==> src/set_assoc_lru_tag_array_top_defines.svh <==
// ----------------------------------------------------------------------------
// Assertion macros for the set-associative tag array
// Shared property wrappers, clocked on clk and quiet while rst_n is low.
// ----------------------------------------------------------------------------
`ifndef SET_ASSOC_LRU_TAG_ARRAY_TOP_DEFINES_SVH
`define SET_ASSOC_LRU_TAG_ARRAY_TOP_DEFINES_SVH

// Consequent must hold in the same cycle as the antecedent.
`define SATAG_ASSERT_SAME(lbl, ante, cons, msg) \
  lbl: assert property (@(posedge clk) disable iff (!rst_n) (ante) |-> (cons)) \
    else $error(msg);

// Consequent must hold in the cycle after the antecedent.
`define SATAG_ASSERT_NEXT(lbl, ante, cons, msg) \
  lbl: assert property (@(posedge clk) disable iff (!rst_n) (ante) |=> (cons)) \
    else $error(msg);

`endif

==> src/satag_ram.sv <==
// ----------------------------------------------------------------------------
// satag_ram
// One-write, one-read RAM with registered read data and read enable.
// ----------------------------------------------------------------------------
module satag_ram #(
  parameter int WIDTH = 8,
  parameter int DEPTH = 64,
  localparam int AW   = (DEPTH > 1) ? $clog2(DEPTH) : 1
) (
  input  logic             clk,
  input  logic             we,
  input  logic [AW-1:0]    waddr,
  input  logic [WIDTH-1:0] wdata,
  input  logic             re,
  input  logic [AW-1:0]    raddr,
  output logic [WIDTH-1:0] rdata
);

  logic [WIDTH-1:0] mem [DEPTH];

  // Write port; read returns the contents before a same-edge write
  always_ff @(posedge clk) begin
    if (we) begin
      mem[waddr] <= wdata;
    end
    if (re) begin
      rdata <= mem[raddr];
    end
  end

endmodule

==> config.mk <==
export PLATFORM = sky130hd
export DESIGN_NAME = satag_ram
export DESIGN_NICKNAME = d
export VERILOG_FILES = /design/src/set_assoc_lru_tag_array_top_defines.svh /design/src/satag_ram.sv
export SDC_FILE = /design/constraint.sdc
export NUM_CORES = 1
export LEC_CHECK = 0
export ABC_AREA = 1
export BUFFER_PORTS_ARGS = -buffer_cell sky130_fd_sc_hd__buf_2
export CORE_MARGIN = 2
export CORE_UTILIZATION = 40
export CTS_CLUSTER_SIZE = 10
export DETAILED_ROUTE_END_ITERATION = 7
export PLACE_DENSITY = 0.57
export RECOVER_POWER = 50
export SLEW_MARGIN = 30
export SYNTH_ARGS = -nofsm -noshare
export SYNTH_HDL_FRONTEND = slang
export SYNTH_SLANG_ARGS = --single-unit
==> constraint.sdc <==
create_clock -name clk -period 2.6 [get_ports clk]
set_clock_uncertainty 0.15 [all_clocks]
set_input_delay 0.26 -clock clk [delete_from_list [all_inputs] [get_ports clk]]
set_output_delay 0.26 -clock clk [all_outputs]
set_load 0.01 [all_outputs]
==> impl_metrics.yaml, run 1 <==
worst_setup_path:
  crit_arrival_ns: 2.15
  worst-path-buf-inv: 2
  reg2reg_depth: 8
  cp.depth: 2
  required_ns: 2.70
  path_delay_family: "buffers and inverters"
  cp_cell_sequence: "clkbuf_1 > clkbuf_2"
  max_stage_delay_ns: 0.94
  crit_fanout: 40
  cp-start-kind: "input pin"
  cp_slowest_cell: "clkbuf_2"
  critPathKind: "in2reg"
  endpoint_kind: "flop"
detailed_routing:
  ant_nets: 0
  routedWlPerCell_um: 21.9
  drtIter0Drc: 1609
  via_count: 14000
  drt-pass1-iter-count: 5
  drc: 0
  postRouteWirelength_mm: 57.1
  viasPerCell: 5.39
clock_tree:
  clock_path_buffers: 3
  clock_latency_ns: 0.61
  cts.sinks: 520
  numCtsBuffers: 59
  hold_buffers: 3
  htreeDepth: 2
  clkTransAtPathRegs_ns: 0.06
  cts_root_buffer: "clkbuf_16"
  cts.repair.resized: 0
  cts_setup_buffers: 0
  tritoncts: "built"
flow_run:
  maxCapViolCount: 4
logic_synthesis:
  ys_warn_count: 0
  synth_edf_count: 520
  synth_simple_gate_area_share_pct: 23.1
  synth_top_family_by_area: "simple AND/OR/NAND/NOR gates"
  syn_nets: 1828
  syn_inst: 1805
  synth_area_leaders: "edfxtp_1 73%, nand2_1 11%, nand3_1 10%, buf_6 1.8%, nor2_1 0.98%"
  muxShareOfSynthArea_pct: 0
  ys_top_cells_by_count: "648 x nand2_1, 520 x edfxtp_1, 439 x nand3_1"
  yosysSeqAreaShare_pct: 72.9
  ys_ff_latch: 520
  synth_xor_area_share_pct: 0
  avgSynthCellArea_um2: 11.9
  ys.flop_type: "edfxtp_1"
  synthAdderAreaFrac_pct: 0
  synth-async-reset-ratio_pct: 0
  synth_area_leader_cell: "edfxtp_1"
  syn_area_um2: 21400
  synth_top_area_share_pct: 72.9
  synth-compound-area-share_pct: 0
  ys_types: 15
  synth_most_common_cell: "nand2_1"
die:
  core-area_um2: 52800
  die_w_um: 235
  die_y_um: 235
  initial_utilization_pct: 40.6
  rows: 84
  pin_count: 31
  die_area_um2: 55400
power_and_ir_drop:
  ir_worst_vdd_uv: 532
  powerDensity_nw_per_um2: 730
  switchingPower_mw: 3.93
  comb_power_share_pct: 6.4
  p_clk_share_pct: 40.7
  power_leakage_nw: 8.75
  p_int_mw: 13.8
  swShare_pct: 22.2
  p_seq_share_pct: 52.8
min_path:
  min_path_type: "in2reg"
  hold_depth: 3
cells_and_area:
  fill_cells: 4844
  finish.utilization_pct: 45.9
  drive_above_1_share_pct: 9.78
  final_area_um2: 24200
  syn2layout_area_growth_pct: 13.2
  final_nets: 1919
timing:
  hold_violations: 0
  slew_violations: 261
  setup_viol: 0
  tightest_slew_ns: 1.82
  period_share_pct: 78.7
  relSlewSlack_pct: -21.0
  fin_crit_ns: 2.05
  rsz0062_at_grt: "no"
  fin_tns_setup_ns: 0
  fmax_mhz: 489
place:
  placed_cell_area_um2: 22700
  dpl.hpwl_mm: 33.8
  portBuffers: 30
  gp_congestion: 0.857
grt:
  grt_start_max_net_pins: 112
  grt_pass1_vias: 13800
  antenna_found_initial: 2
  grt-ovfl-total: 0
  grt_pass1_wl_mm: 86.7
  grt.total_usage_pct: 20.6
status:
  status: "complete, but fails checks"
  violations: "capacitance limit, slew limit"
[final timing paths]
kind                   start          to  slack [ns]
hold reg to reg   mem[44][7]    rdata[7]        0.72
hold / removal      waddr[2]  mem[50][2]        0.10
setup / recovery    wdata[2]  mem[41][2]        0.55
setup reg to reg  mem[19][3]    rdata[3]        0.94
[layer usage]
metal / track usage [%] / vias up / wire (um)
li1: - / 6514 / -
met1: 30.3 / 6894 / 25700
met2: 30.6 / 529 / 25100
met3: 4.98 / 97 / 5040
met4: 5.56 / 2 / 1270
met5: 0 / - / 16
[placed cells by master (no fill, tap or decap), types with 2 or more instances in the layout]
master,count
buf_12,17
buf_2,21
buf_4,78
clkbuf_1,32
clkbuf_16,61
clkbuf_2,5
clkinv_1,3
diode_2,3
dlygate4sd3_1,3
edfxtp_1,520
inv_1,8
inv_2,2
nand2_1,648
nand3_1,439
nand4_1,9
nor2_1,56
nor4_1,8
[per-stage QoR]
step           cells  power [mW]  hold slack, ns  worst slack, ns
2_1_floorplan   1805        10.1           0.209            0.424
3_3_place_gp    2520        10.7           0.549            0.206
3_5_place_dp    2520        10.7           0.540            0.215
4_1_cts         2601        17.8          0.0206            0.813
5_1_grt         2601        18.3           0.115            0.337
6_report        2604        17.7           0.103            0.554
[cells by family (layout without fill, tap and decap cells)]
kind of cell | Yosys count | after routing
other | 0 | 3
flip-flops | 520 | 520
buffers and inverters | 125 | 233
AND/OR/NAND/NOR | 1160 | 1160
[layout make-up]
class | count | area (um2) | area share, %
Timing Repair Buffer | 143 | 1170 | 4.82
Multi-Input combinational cell | 1160 | 4950 | 20.4
Tap cell | 688 | 861 | 3.55
Antenna cell | 3 | 7.51 | 0.0310
Inverter | 12 | 55.1 | 0.227
Clock inverter | 3 | 11.3 | 0.0465
Clock buffer | 75 | 1580 | 6.51
Sequential cell | 520 | 15600 | 64.4
[power by group through the flow]
| stage | registers, mW | logic (mW) | clock network [mW] |
|---|---|---|---|
| finish | 9.34 | 1.14 | 7.21 |
| global route | 9.34 | 1.25 | 7.66 |
| CTS | 9.33 | 1.16 | 7.33 |
| detailed placement | 9.50 | 1.15 | 0 |
| global placement | 9.50 | 1.15 | 0 |
| floorplan | 9.50 | 0.652 | 0 |
[registers in the layout, summed over array words and instances, names as in the netlist]
register	flops
rdata	8
mem	512
No activity file was read; power rests on OpenSTA's default activity.
==> run 2: changes to the inputs <==
clock period = 1.89 ns   (was 2.6 ns; I/O delays follow)
==> run 2 against run 1 <==
  * Worst hold slack worse by 0.060 ns
  * Largest power group unchanged
  * Sequential share of layout area is 0.37 points lower
  * Critical path type unchanged
  * The run now ends clean
  * Count of clock-buffer cells in the layout shrank 9
  * Core utilization increased by 0.27 points
  * Die area unchanged
  * Routed wire length fell by 2.6%
  * Largest cell class unchanged
==> impl_metrics.yaml, run 2 (same netlist as run 1, synthesis figures left out) <==
detailed_routing:
  routedWlPerCell_um: 21.3
  viasPerCell: 5.39
  drt-pass1-iter-count: 7
  drtIter0Drc: 1380
  ant_nets: 0
  postRouteWirelength_mm: 55.7
  drc: 0
  via_count: 14100
power_and_ir_drop:
  switchingPower_mw: 5.32
  swShare_pct: 22.1
  power_leakage_nw: 8.87
  p_seq_share_pct: 53.4
  powerDensity_nw_per_um2: 986
  p_clk_share_pct: 40.0
  p_int_mw: 18.7
  comb_power_share_pct: 6.6
  ir_worst_vdd_uv: 692
die:
  pin_count: 31
  rows: 84
  core-area_um2: 52800
  die_w_um: 235
  initial_utilization_pct: 40.6
  die_y_um: 235
  die_area_um2: 55400
worst_setup_path:
  crit_start: "waddr[3]"
  critPathKind: "in2reg"
  endpoint_kind: "flop"
  crit_fanout: 5
  r2r-start: "mem[39][1]"
  required_ns: 2.06
  crit_arrival_ns: 1.93
  cp-start-kind: "input pin"
grt:
  grt.total_usage_pct: 20.2
  antenna_found_initial: 4
  grt_start_max_net_pins: 95
  grt-ovfl-total: 0
  grt_pass1_vias: 13900
  grt_pass1_wl_mm: 85.5
timing:
  fin_crit_ns: 1.76
  slew_violations: 0
  relSlewSlack_pct: 29.7
  fmax_mhz: 568
  setup_viol: 0
  tightest_slew_ns: 1.05
  rsz0062_at_grt: "no"
  fin_tns_setup_ns: 0
  hold_violations: 0
  period_share_pct: 93.1
clock_tree:
  cts_root_buffer: "clkbuf_16"
  tritoncts: "built"
  hold_buffers: 12
  numCtsBuffers: 58
  clock_latency_ns: 0.62
  htreeDepth: 2
  clkTransAtPathRegs_ns: 0.05
  cts.repair.resized: 0
  cts_setup_buffers: 0
  cts.sinks: 520
  clock_path_buffers: 3
cells_and_area:
  largest_reg_flops: 512
  final_cell_mix: "648 x nand2_1, 520 x edfxtp_1, 439 x nand3_1"
  final_nets: 1940
  reg_top3: "mem x512, rdata x8"
  max_flop_register: "mem"
  drive_above_1_share_pct: 11.2
  final_area_um2: 24400
  syn2layout_area_growth_pct: 13.8
  final_common_cell: "nand2_1"
  finish.utilization_pct: 46.2
min_path:
  min_path_type: "in2reg"
  hold_start: "waddr[1]"
flow_run:
  maxCapViolCount: 0
place:
  placed_cell_area_um2: 22800
  dpl.hpwl_mm: 32.7
  portBuffers: 30
  gp_congestion: 0.831
status:
  status: "completed"
==> run 2: cell types whose count changed in the layout (fill, tap and decap cells not counted), sizes merged <==
cell / change
buf: +26
diode: -2
dlygate4sd3: +9
clkinv: -2
clkbuf: -22
inv: +1
==> run 2: final timing paths <==
| kind | slack [ns] | to | cells past startpoint |
|---|---|---|---|
| max | 0.13 | mem[47][6] | 5 |
| min | 0.04 | mem[52][5] | 3 |
| max reg2reg | 0.21 | rdata[1] | 8 |
| min reg2reg | 0.75 | rdata[1] | 8 |
==> run 2: critical path: stages <==
cell and delay, ns:
dlygate4sd3_1 0.57, buf_2 0.17, nand3_1 0.15, nor2_1 0.22
dlygate4sd3_1 0.62
==> run 2: final cells by class <==
class                   count  area (um2)
inverters                  12        55.1
clock buffers              66        1500
diodes                      1        2.50
clock inverters             2        13.8
fillers                  4780       28400
flip-flops and latches    520       15600
repair buffers            165        1390
well taps                 688         861
multi-input cells        1160        4950
==> run 2: power by group through the flow <==
stage / Sequential, mW / Clock, mW / Combinational, mW
2_1_floorplan: 13.1 / 0 / 0.897
3_3_place_gp: 13.1 / 0 / 1.59
3_5_place_dp: 13.1 / 0 / 1.60
4_1_cts: 12.8 / 9.81 / 1.62
5_1_grt: 12.8 / 10.2 / 1.74
6_report: 12.8 / 9.62 / 1.58
==> run 2: per-stage QoR <==
step                      cells  worst slack [ns]  hold slack [ns]  power (mW)
after floorplan            1805            -0.215            0.138        14.0
after global placement     2533           -0.0936            0.503        14.7
after detailed placement   2533           -0.0838            0.508        14.7
after CTS                  2613             0.187          0.00927        24.3
after global routing       2613            0.0439           0.0370        24.8
final                      2614             0.130           0.0437        24.0
==> run 2: layer usage <==
metal	part of all wire, %	track usage, %	routed length (um)
met5	0.023	0	13
met4	2.1	5.19	1160
met3	7.5	3.51	4170
met2	46	31.9	25500
met1	45	29.1	24800
