==> config.mk <==
export PLATFORM = sky130hd
export DESIGN_NAME = satag_update
export DESIGN_NICKNAME = d
export VERILOG_FILES = /design/src/set_assoc_lru_tag_array_top_defines.svh /design/src/satag_pkg.sv /design/src/satag_update.sv
export SDC_FILE = /design/constraint.sdc
export NUM_CORES = 1
export LEC_CHECK = 0
export ABC_CLOCK_PERIOD_IN_PS = 14700
export BUFFER_PORTS_ARGS = -buffer_cell sky130_fd_sc_hd__buf_2
export CAP_MARGIN = 20
export CORE_AREA = 4 4 190 192
export DETAILED_ROUTE_END_ITERATION = 10
export DIE_AREA = 0 0 194 196
export GPL_TIMING_DRIVEN = 0
export SLEW_MARGIN = 20
export SYNTH_ARGS = -nofsm -noshare
export SYNTH_HDL_FRONTEND = slang
export SYNTH_SLANG_ARGS = --single-unit
==> constraint.sdc <==
create_clock -name vclk -period 14.7
set_clock_uncertainty 0.05 [all_clocks]
set_input_delay 2.94 -clock vclk [all_inputs]
set_output_delay 2.94 -clock vclk [all_outputs]
set_load 0.02 [all_outputs]
==> src/set_assoc_lru_tag_array_top_defines.svh <==
// ----------------------------------------------------------------------------
// Assertion macros for the set-associative tag array
// Shared property wrappers, clocked on clk and quiet while rst_n is low.
// ----------------------------------------------------------------------------
`ifndef SET_ASSOC_LRU_TAG_ARRAY_TOP_DEFINES_SVH
`define SET_ASSOC_LRU_TAG_ARRAY_TOP_DEFINES_SVH

// Consequent must hold in the same cycle as the antecedent.
`define SATAG_ASSERT_SAME(lbl, ante, cons, msg) \
  lbl: assert property (@(posedge clk) disable iff (!rst_n) (ante) |-> (cons)) \
    else $error(msg);

// Consequent must hold in the cycle after the antecedent.
`define SATAG_ASSERT_NEXT(lbl, ante, cons, msg) \
  lbl: assert property (@(posedge clk) disable iff (!rst_n) (ante) |=> (cons)) \
    else $error(msg);

`endif

==> src/satag_pkg.sv <==
// ----------------------------------------------------------------------------
// satag_pkg
// Request kinds, register indexes, field widths and shared types of the
// set-associative LRU tag array.
// ----------------------------------------------------------------------------
package satag_pkg;

  // Field widths fixed by the request and register layout
  localparam int KIND_W       = 2;
  localparam int VM_W         = 4;
  localparam int LINE_SHIFT_W = 4;
  localparam int SET_LOG2_W   = 3;
  localparam int WAYS_CFG_W   = 3;
  localparam int CFG_IDX_W    = 2;
  localparam int CFG_DATA_W   = 4;

  // Request kinds
  typedef enum logic [KIND_W-1:0] {
    KIND_ACCESS    = 2'd0,
    KIND_PROBE     = 2'd1,
    KIND_INVAL     = 2'd2,
    KIND_INVAL_ALL = 2'd3
  } kind_t;

  // Register indexes
  localparam logic [CFG_IDX_W-1:0] CFG_LINE_SHIFT = 2'd0;
  localparam logic [CFG_IDX_W-1:0] CFG_SET_LOG2   = 2'd1;
  localparam logic [CFG_IDX_W-1:0] CFG_WAYS       = 2'd2;

  // Register reset values
  localparam logic [LINE_SHIFT_W-1:0] LINE_SHIFT_RST = 4'd6;
  localparam logic [SET_LOG2_W-1:0]   SET_LOG2_RST   = 3'd6;
  localparam logic [WAYS_CFG_W-1:0]   WAYS_RST       = 3'd4;

  // Status of one lookup/update pass
  typedef struct packed {
    logic hit;    // matching valid line found
    logic write;  // set row changes and must be written back
  } upd_stat_t;

endpackage

==> src/satag_update.sv <==
// ----------------------------------------------------------------------------
// satag_update
// Tag match, victim choice and LRU rank update for one set row.
// ----------------------------------------------------------------------------
module satag_update #(
  parameter int WAYS      = 4,
  parameter int ADDR_BITS = 48,
  localparam int RANK_W   = (WAYS > 1) ? $clog2(WAYS) : 1
) (
  input  satag_pkg::kind_t                         kind,
  input  logic [ADDR_BITS-1:0]                     line,
  input  logic [satag_pkg::VM_W-1:0]               vm,
  input  logic [WAYS-1:0]                          way_en,
  input  logic [WAYS-1:0]                          valid_row,
  input  logic [WAYS-1:0][ADDR_BITS-1:0]           tag_row,
  input  logic [WAYS-1:0][satag_pkg::VM_W-1:0]     vm_row,
  input  logic [WAYS-1:0][RANK_W-1:0]              rank_row,
  output logic [WAYS-1:0]                          valid_nxt,
  output logic [WAYS-1:0][ADDR_BITS-1:0]           tag_nxt,
  output logic [WAYS-1:0][satag_pkg::VM_W-1:0]     vm_nxt,
  output logic [WAYS-1:0][RANK_W-1:0]              rank_nxt,
  output satag_pkg::upd_stat_t                     stat
);

  import satag_pkg::*;

  logic [WAYS-1:0]   match;
  logic [WAYS-1:0]   found_oh;
  logic [WAYS-1:0]   free;
  logic [WAYS-1:0]   free_oh;
  logic [WAYS-1:0]   old_c;
  logic [WAYS-1:0]   old_oh;
  logic [WAYS-1:0]   tgt_oh;
  logic [RANK_W-1:0] tgt_rank;
  logic              any_hit;

  // Per-way match within the ways in use
  always_comb begin
    for (int w = 0; w < WAYS; w++) begin
      match[w] = way_en[w] && valid_row[w] && (tag_row[w] == line) && (vm_row[w] == vm);
    end
  end

  assign any_hit  = |match;
  assign found_oh = match & (~match + WAYS'(1));

  // Lowest free way in use
  assign free    = way_en & ~valid_row;
  assign free_oh = free & (~free + WAYS'(1));

  // Least recent way in use, lowest index on a tie
  always_comb begin
    for (int w = 0; w < WAYS; w++) begin
      old_c[w] = way_en[w];
      for (int v = 0; v < WAYS; v++) begin
        if (way_en[v] && (rank_row[v] < rank_row[w])) begin
          old_c[w] = 1'b0;
        end
      end
    end
  end

  assign old_oh = old_c & (~old_c + WAYS'(1));

  // Way the request acts on
  always_comb begin
    if (kind == KIND_ACCESS && !any_hit) begin
      tgt_oh = (|free) ? free_oh : old_oh;
    end else begin
      tgt_oh = found_oh;
    end
  end

  always_comb begin
    tgt_rank = '0;
    for (int w = 0; w < WAYS; w++) begin
      if (tgt_oh[w]) begin
        tgt_rank = rank_row[w];
      end
    end
  end

  // Row update per request kind
  always_comb begin
    valid_nxt  = valid_row;
    tag_nxt    = tag_row;
    vm_nxt     = vm_row;
    rank_nxt   = rank_row;
    stat.hit   = 1'b0;
    stat.write = 1'b0;
    case (kind)
      KIND_ACCESS: begin
        stat.hit   = any_hit;
        stat.write = 1'b1;
        // make target most recent
        for (int i = 0; i < WAYS; i++) begin
          if (tgt_oh[i]) begin
            rank_nxt[i] = RANK_W'(WAYS - 1);
          end else if (rank_row[i] > tgt_rank) begin
            rank_nxt[i] = rank_row[i] - RANK_W'(1);
          end
        end
        // fill on miss
        if (!any_hit) begin
          valid_nxt = valid_row | tgt_oh;
          for (int i = 0; i < WAYS; i++) begin
            if (tgt_oh[i]) begin
              tag_nxt[i] = line;
              vm_nxt[i]  = vm;
            end
          end
        end
      end
      KIND_PROBE: begin
        stat.hit = any_hit;
      end
      KIND_INVAL: begin
        stat.hit = any_hit;
        if (any_hit) begin
          stat.write = 1'b1;
          valid_nxt  = valid_row & ~tgt_oh;
          // make target least recent
          for (int i = 0; i < WAYS; i++) begin
            if (tgt_oh[i]) begin
              rank_nxt[i] = '0;
            end else if (rank_row[i] < tgt_rank) begin
              rank_nxt[i] = rank_row[i] + RANK_W'(1);
            end
          end
        end
      end
      default: begin
        // invalidate all is handled on the valid bits directly
        stat.hit = 1'b0;
      end
    endcase
  end

endmodule

==> results.toml, run 1 <==
[global_route]
use_met2_pct = 41.00
globalRouteMet1Util_pct = 30.61
antenna_found_initial = 7
gr-max-usage-layer = "met2"
grt_pass1_wl_um = 64570
globalRouteMet3Util_pct = 3.572
grt_max_degree = 12
grt_pass1_vias = 8231
grt.total_usage_pct = 23.41
grt_overflow = 0

[timing]
maxSlewViolCount = 0
fmax_mhz = 83.47
max_slew_margin_pct = 29.93
setup_tns_ns = 0
fin_crit_ns = 11.98
min_period_over_period_pct = 81.50
fin_ws_ns = 2.719
setup_viol = 0
rsz0062_at_grt = "false"
hold_viol = 0
tightest_slew_ns = 1.041

[floorplan]
fp.coreArea_um2 = 34370
fp.dieW_um = 194
pin_count = 500
start_util_pct = 18.46
dieArea_um2 = 38020
die_h_um = 196
num_rows = 68

[placement]
io_buffers = 448
hpwl_um = 41360
gp_routability_congestion = 0.9447
preCtsSetupSlack_ns = 2.701
dpl.cell_count = 1671

[logic_synthesis]
syn_area_per_cell_um2 = 8.262
synthDominantCellAreaShare_pct = 36.03
ys_types = 63
postSynthCellCount = 768
syn_area_um2 = 6345
ys.warnings.count = 0
syn-num-nets = 1066
synthTopCellsByArea = "mux2_2, xor2_1, nor4_1"
synth_area_leader_cell = "mux2_2"
synth_seq_area_share_pct = 0

[status]
status = "completed"

[pwr]
power_mw = 0.3470
p_leak_nw = 4.280
powerDensity_nw_per_um2 = 37.79
vdd_drop_max_v = 0.00001788

[route]
drtIter0Drc = 522
drcViolationCount = 0
drt-total-wl_um = 48230
drtPass1Iterations = 5
wl_per_cell_um = 28.81
ant_nets = 0
via_per_inst = 4.796
vias = 8029

[critical_path]
critPathKind = "primary input to output port"
setup.worst_path.start_class = "primary input"
worstPathArrival_ns = 8.99
crit_chain = "clkbuf_1 > xor2_1 > nor4_1 > nand4_1 > nor4_1 > nand2_1 > o31ai_1 > a221oi_1 > o21ai_0 > ha_1 > inv_1 > a21oi_1 > inv_1 > a311oi_1 > xnor2_1 > a21oi_1 > a211oi_1 > buf_2"
crit_buf_inv = 4
cp_top_family = "simple AND/OR/NAND/NOR gates"
required_ns = 11.71
worst_path_max_delay_cell = "nor4_1"
critPathMaxStageDelay_ns = 0.97
path_max_fanout = 8
cp-end-kind = "output port"

[clocking]
ctsHoldBuffers = 0
cts_resized = 0
cts_setup_buffers = 0

[finish]
n_clock_buffer = 0
post-route-util_pct = 26.71
fillCellCount = 3864
seq_area_um2 = 0
layout_common_cells = "buf_2, mux2_2, xor2_1"
design.seq.count = 0
final_layout_size_suffix_gt1_share_pct = 56.66
fin_nets = 1516
fin_cells = 1674
syn_to_final_growth_pct = 44.72
final_common_cell = "buf_2"
multi_input_area_um2 = 5841

[hold_path]
hp-class = "primary input to output port"

[flow_run]
maxCapViolations = 0
[Yosys cell counts (all sizes together) (2+ instances only)]
cell / instances
o211ai: 8
nor3: 8
a21oi: 19
nand4: 14
buf: 26
nand3: 11
inv: 22
or2: 2
or4: 5
a31oi: 3
a22oi: 3
nand2: 30
a21o: 2
and2: 2
a221oi: 2
nor2b: 6
nand2b: 2
nor2: 13
nor4: 49
xnor2: 8
a211oi: 2
and3: 2
o31ai: 5
o31a: 2
o32ai: 2
mux2: 209
xor2: 200
o21ai: 11
ha: 20
nand3b: 2
clkbuf: 53
[area by class of cell]
class	count	share of cell area, %
Multi-Input combinational cell	666	63.61
Timing Repair Buffer	448	24.42
Tap cell	455	6.200
Buffer	79	4.755
Inverter	23	0.9402
Antenna cell	3	0.08175
[report_power, final]
part	total (mW)	switching, mW	internal [mW]
logic	0.347	0.219	0.128
clock network	0.0000000275	0	0.0000000275
registers	0	0	0
[path summary, 6_finish.rpt]
| check | from | endpoint | depth (start not counted) |
|---|---|---|---|
| max | line[40] | rank_nxt[5] | 18 |
| min | tag_row[41] | tag_nxt[41] | 3 |
[through the flow]
step	hold WS [ns]	area [um^2]
2_1_floorplan	6.017	6345
3_3_place_gp	6.202	9156
3_5_place_dp	6.200	9169
4_1_cts	6.204	9169
5_1_grt	6.215	9180
6_report	6.205	9183
[metal layers]
metal | up-vias | part of all wire (%)
li1 | 3661 | -
met1 | 3897 | 43
met2 | 419 | 48
met3 | 50 | 6.5
met4 | 2 | 2.5
met5 | - | 0.035
[kinds of logic after synthesis]
kind of cell | Yosys count | share of synthesized area, %
mux | 210 | 37.25
xor+xnor | 208 | 28.71
simple gates | 153 | 13.76
buf+inv | 102 | 8.243
compound gates | 75 | 8.086
fa+ha+maj | 20 | 3.944
Note: power is estimated with default switching activity, not from simulation.
==> run 2, diff against run 1 <==
Settings changed: ABC_CLOCK_PERIOD_IN_PS 14700 to 12300, CORE_AREA 4 4 190 192 to 4 4 191 193, DIE_AREA 0 0 194 196 to 0 0 195 197.
Clock period 14.7 ns to 12.3 ns, I/O delays scaled along.
==> results.toml, run 2 (synthesis results as in run 1) <==
[global_route]
grt_max_degree = 12
grt_pass1_vias = 8218
globalRouteMet1Util_pct = 29.66
gr-max-usage-layer = "met2"
antenna_found_initial = 5
use_met2_pct = 38.61
grt.total_usage_pct = 23.03
grt_pass1_wl_um = 63940
globalRouteMet3Util_pct = 5.282
grt_overflow = 0

[route]
drcViolationCount = 0
drtPass1Iterations = 5
via_per_inst = 4.925
ant_nets = 0
drt-total-wl_um = 48120
drtIter0Drc = 527
wl_per_cell_um = 28.73
vias = 8250

[status]
status = "completed"

[timing]
fin_crit_ns = 10.63
min_period_over_period_pct = 86.39
fin_ws_ns = 1.674
max_slew_margin_pct = 32.86
setup_viol = 0
maxSlewViolCount = 0
setup_tns_ns = 0
rsz0062_at_grt = "false"
tightest_slew_ns = 0.9979
hold_viol = 0
fmax_mhz = 94.11

[critical_path]
worst_path_max_delay_cell = "nor4_1"
cp-end-kind = "output port"
setup.worst_path.start_class = "primary input"
path_max_fanout = 8
critPathKind = "primary input to output port"
crit_chain = "clkbuf_1 > xor2_1 > nor4_1 > nand4_1 > nor4_1 > nand2_1 > o31ai_1 > a221oi_1 > o21ai_0 > ha_1 > inv_1 > a21oi_1 > inv_1 > a311oi_1 > xnor2_1 > a21oi_1 > a211oi_1 > buf_2"
worstPathArrival_ns = 8.12
required_ns = 9.79
critPathMaxStageDelay_ns = 0.72

[placement]
dpl.cell_count = 1671
io_buffers = 448
hpwl_um = 41350
gp_routability_congestion = 0.9566
preCtsSetupSlack_ns = 1.613
placed_area_um2 = 9169

[floorplan]
die_h_um = 197
fp.dieW_um = 195
dieArea_um2 = 38420
num_rows = 68
fp.coreArea_um2 = 34540
start_util_pct = 18.37
pin_count = 500

[finish]
fin_cells = 1675
syn_to_final_growth_pct = 44.67
n_clock_buffer = 0
fin_nets = 1516
fin_area_um2 = 9179
final_common_cell = "buf_2"
final_layout_size_suffix_gt1_share_pct = 56.58
layout_common_cells = "buf_2, mux2_2, xor2_1"
seq_area_um2 = 0
design.seq.count = 0

[pwr]
vdd_drop_max_v = 0.00003181
powerDensity_nw_per_um2 = 44.91
p_leak_nw = 4.280
power_mw = 0.4123

[clocking]
ctsHoldBuffers = 0
cts_setup_buffers = 0
cts_resized = 0

[flow_run]
maxCapViolations = 0

[hold_path]
hp-class = "primary input to output port"
[run 2: final cells by class]
type / count / area (um^2)
Antenna cell: 4 / 10.01
Fill cell: 3961 / 25360
Multi-Input combinational cell: 666 / 5834
Timing Repair Buffer: 448 / 2242
Tap cell: 455 / 569.3
Inverter: 23 / 86.33
Buffer: 79 / 436.7
[run 2: final timing paths]
kind | cells past startpoint | from | to | slack (ns)
worst min-delay path | 3 | tag_row[49] | tag_nxt[49] | 5.23
worst max-delay path | 18 | line[39] | rank_nxt[5] | 1.67
[run 2: worst max-delay path, delay by kind of cell]
kind                       cells  cell delay, ns
xor gates and xnor gates       2            0.30
AOI/OAI and AO/OA              7            2.03
and+or+nand+nor                4            2.03
buffers and inverters          4            1.02
adders and majority gates      1            0.26
[run 2: per-stage QoR]
step                      hold WS, ns  utilization, %
after floorplan                 5.057               -
after global placement          5.224           26.51
after detailed placement        5.226           26.54
after CTS                       5.229           26.54
after global routing            5.256           26.56
final                           5.228           26.57
[run 2: power by group]
part | internal, mW | switching, mW
Sequential | 0 | 0
Combinational | 0.153 | 0.259
Clock | 0.0000000438 | 0
Total | 0.153 | 0.259
[run 2: metal layers]
| metal | wire length [um] | share of wire [%] | up-vias |
|---|---|---|---|
| met5 | 0 | 0 | - |
| met4 | 1538 | 3.2 | 0 |
| met3 | 3807 | 7.9 | 63 |
| met2 | 22770 | 47 | 498 |
| met1 | 20010 | 42 | 4026 |
| li1 | - | - | 3663 |
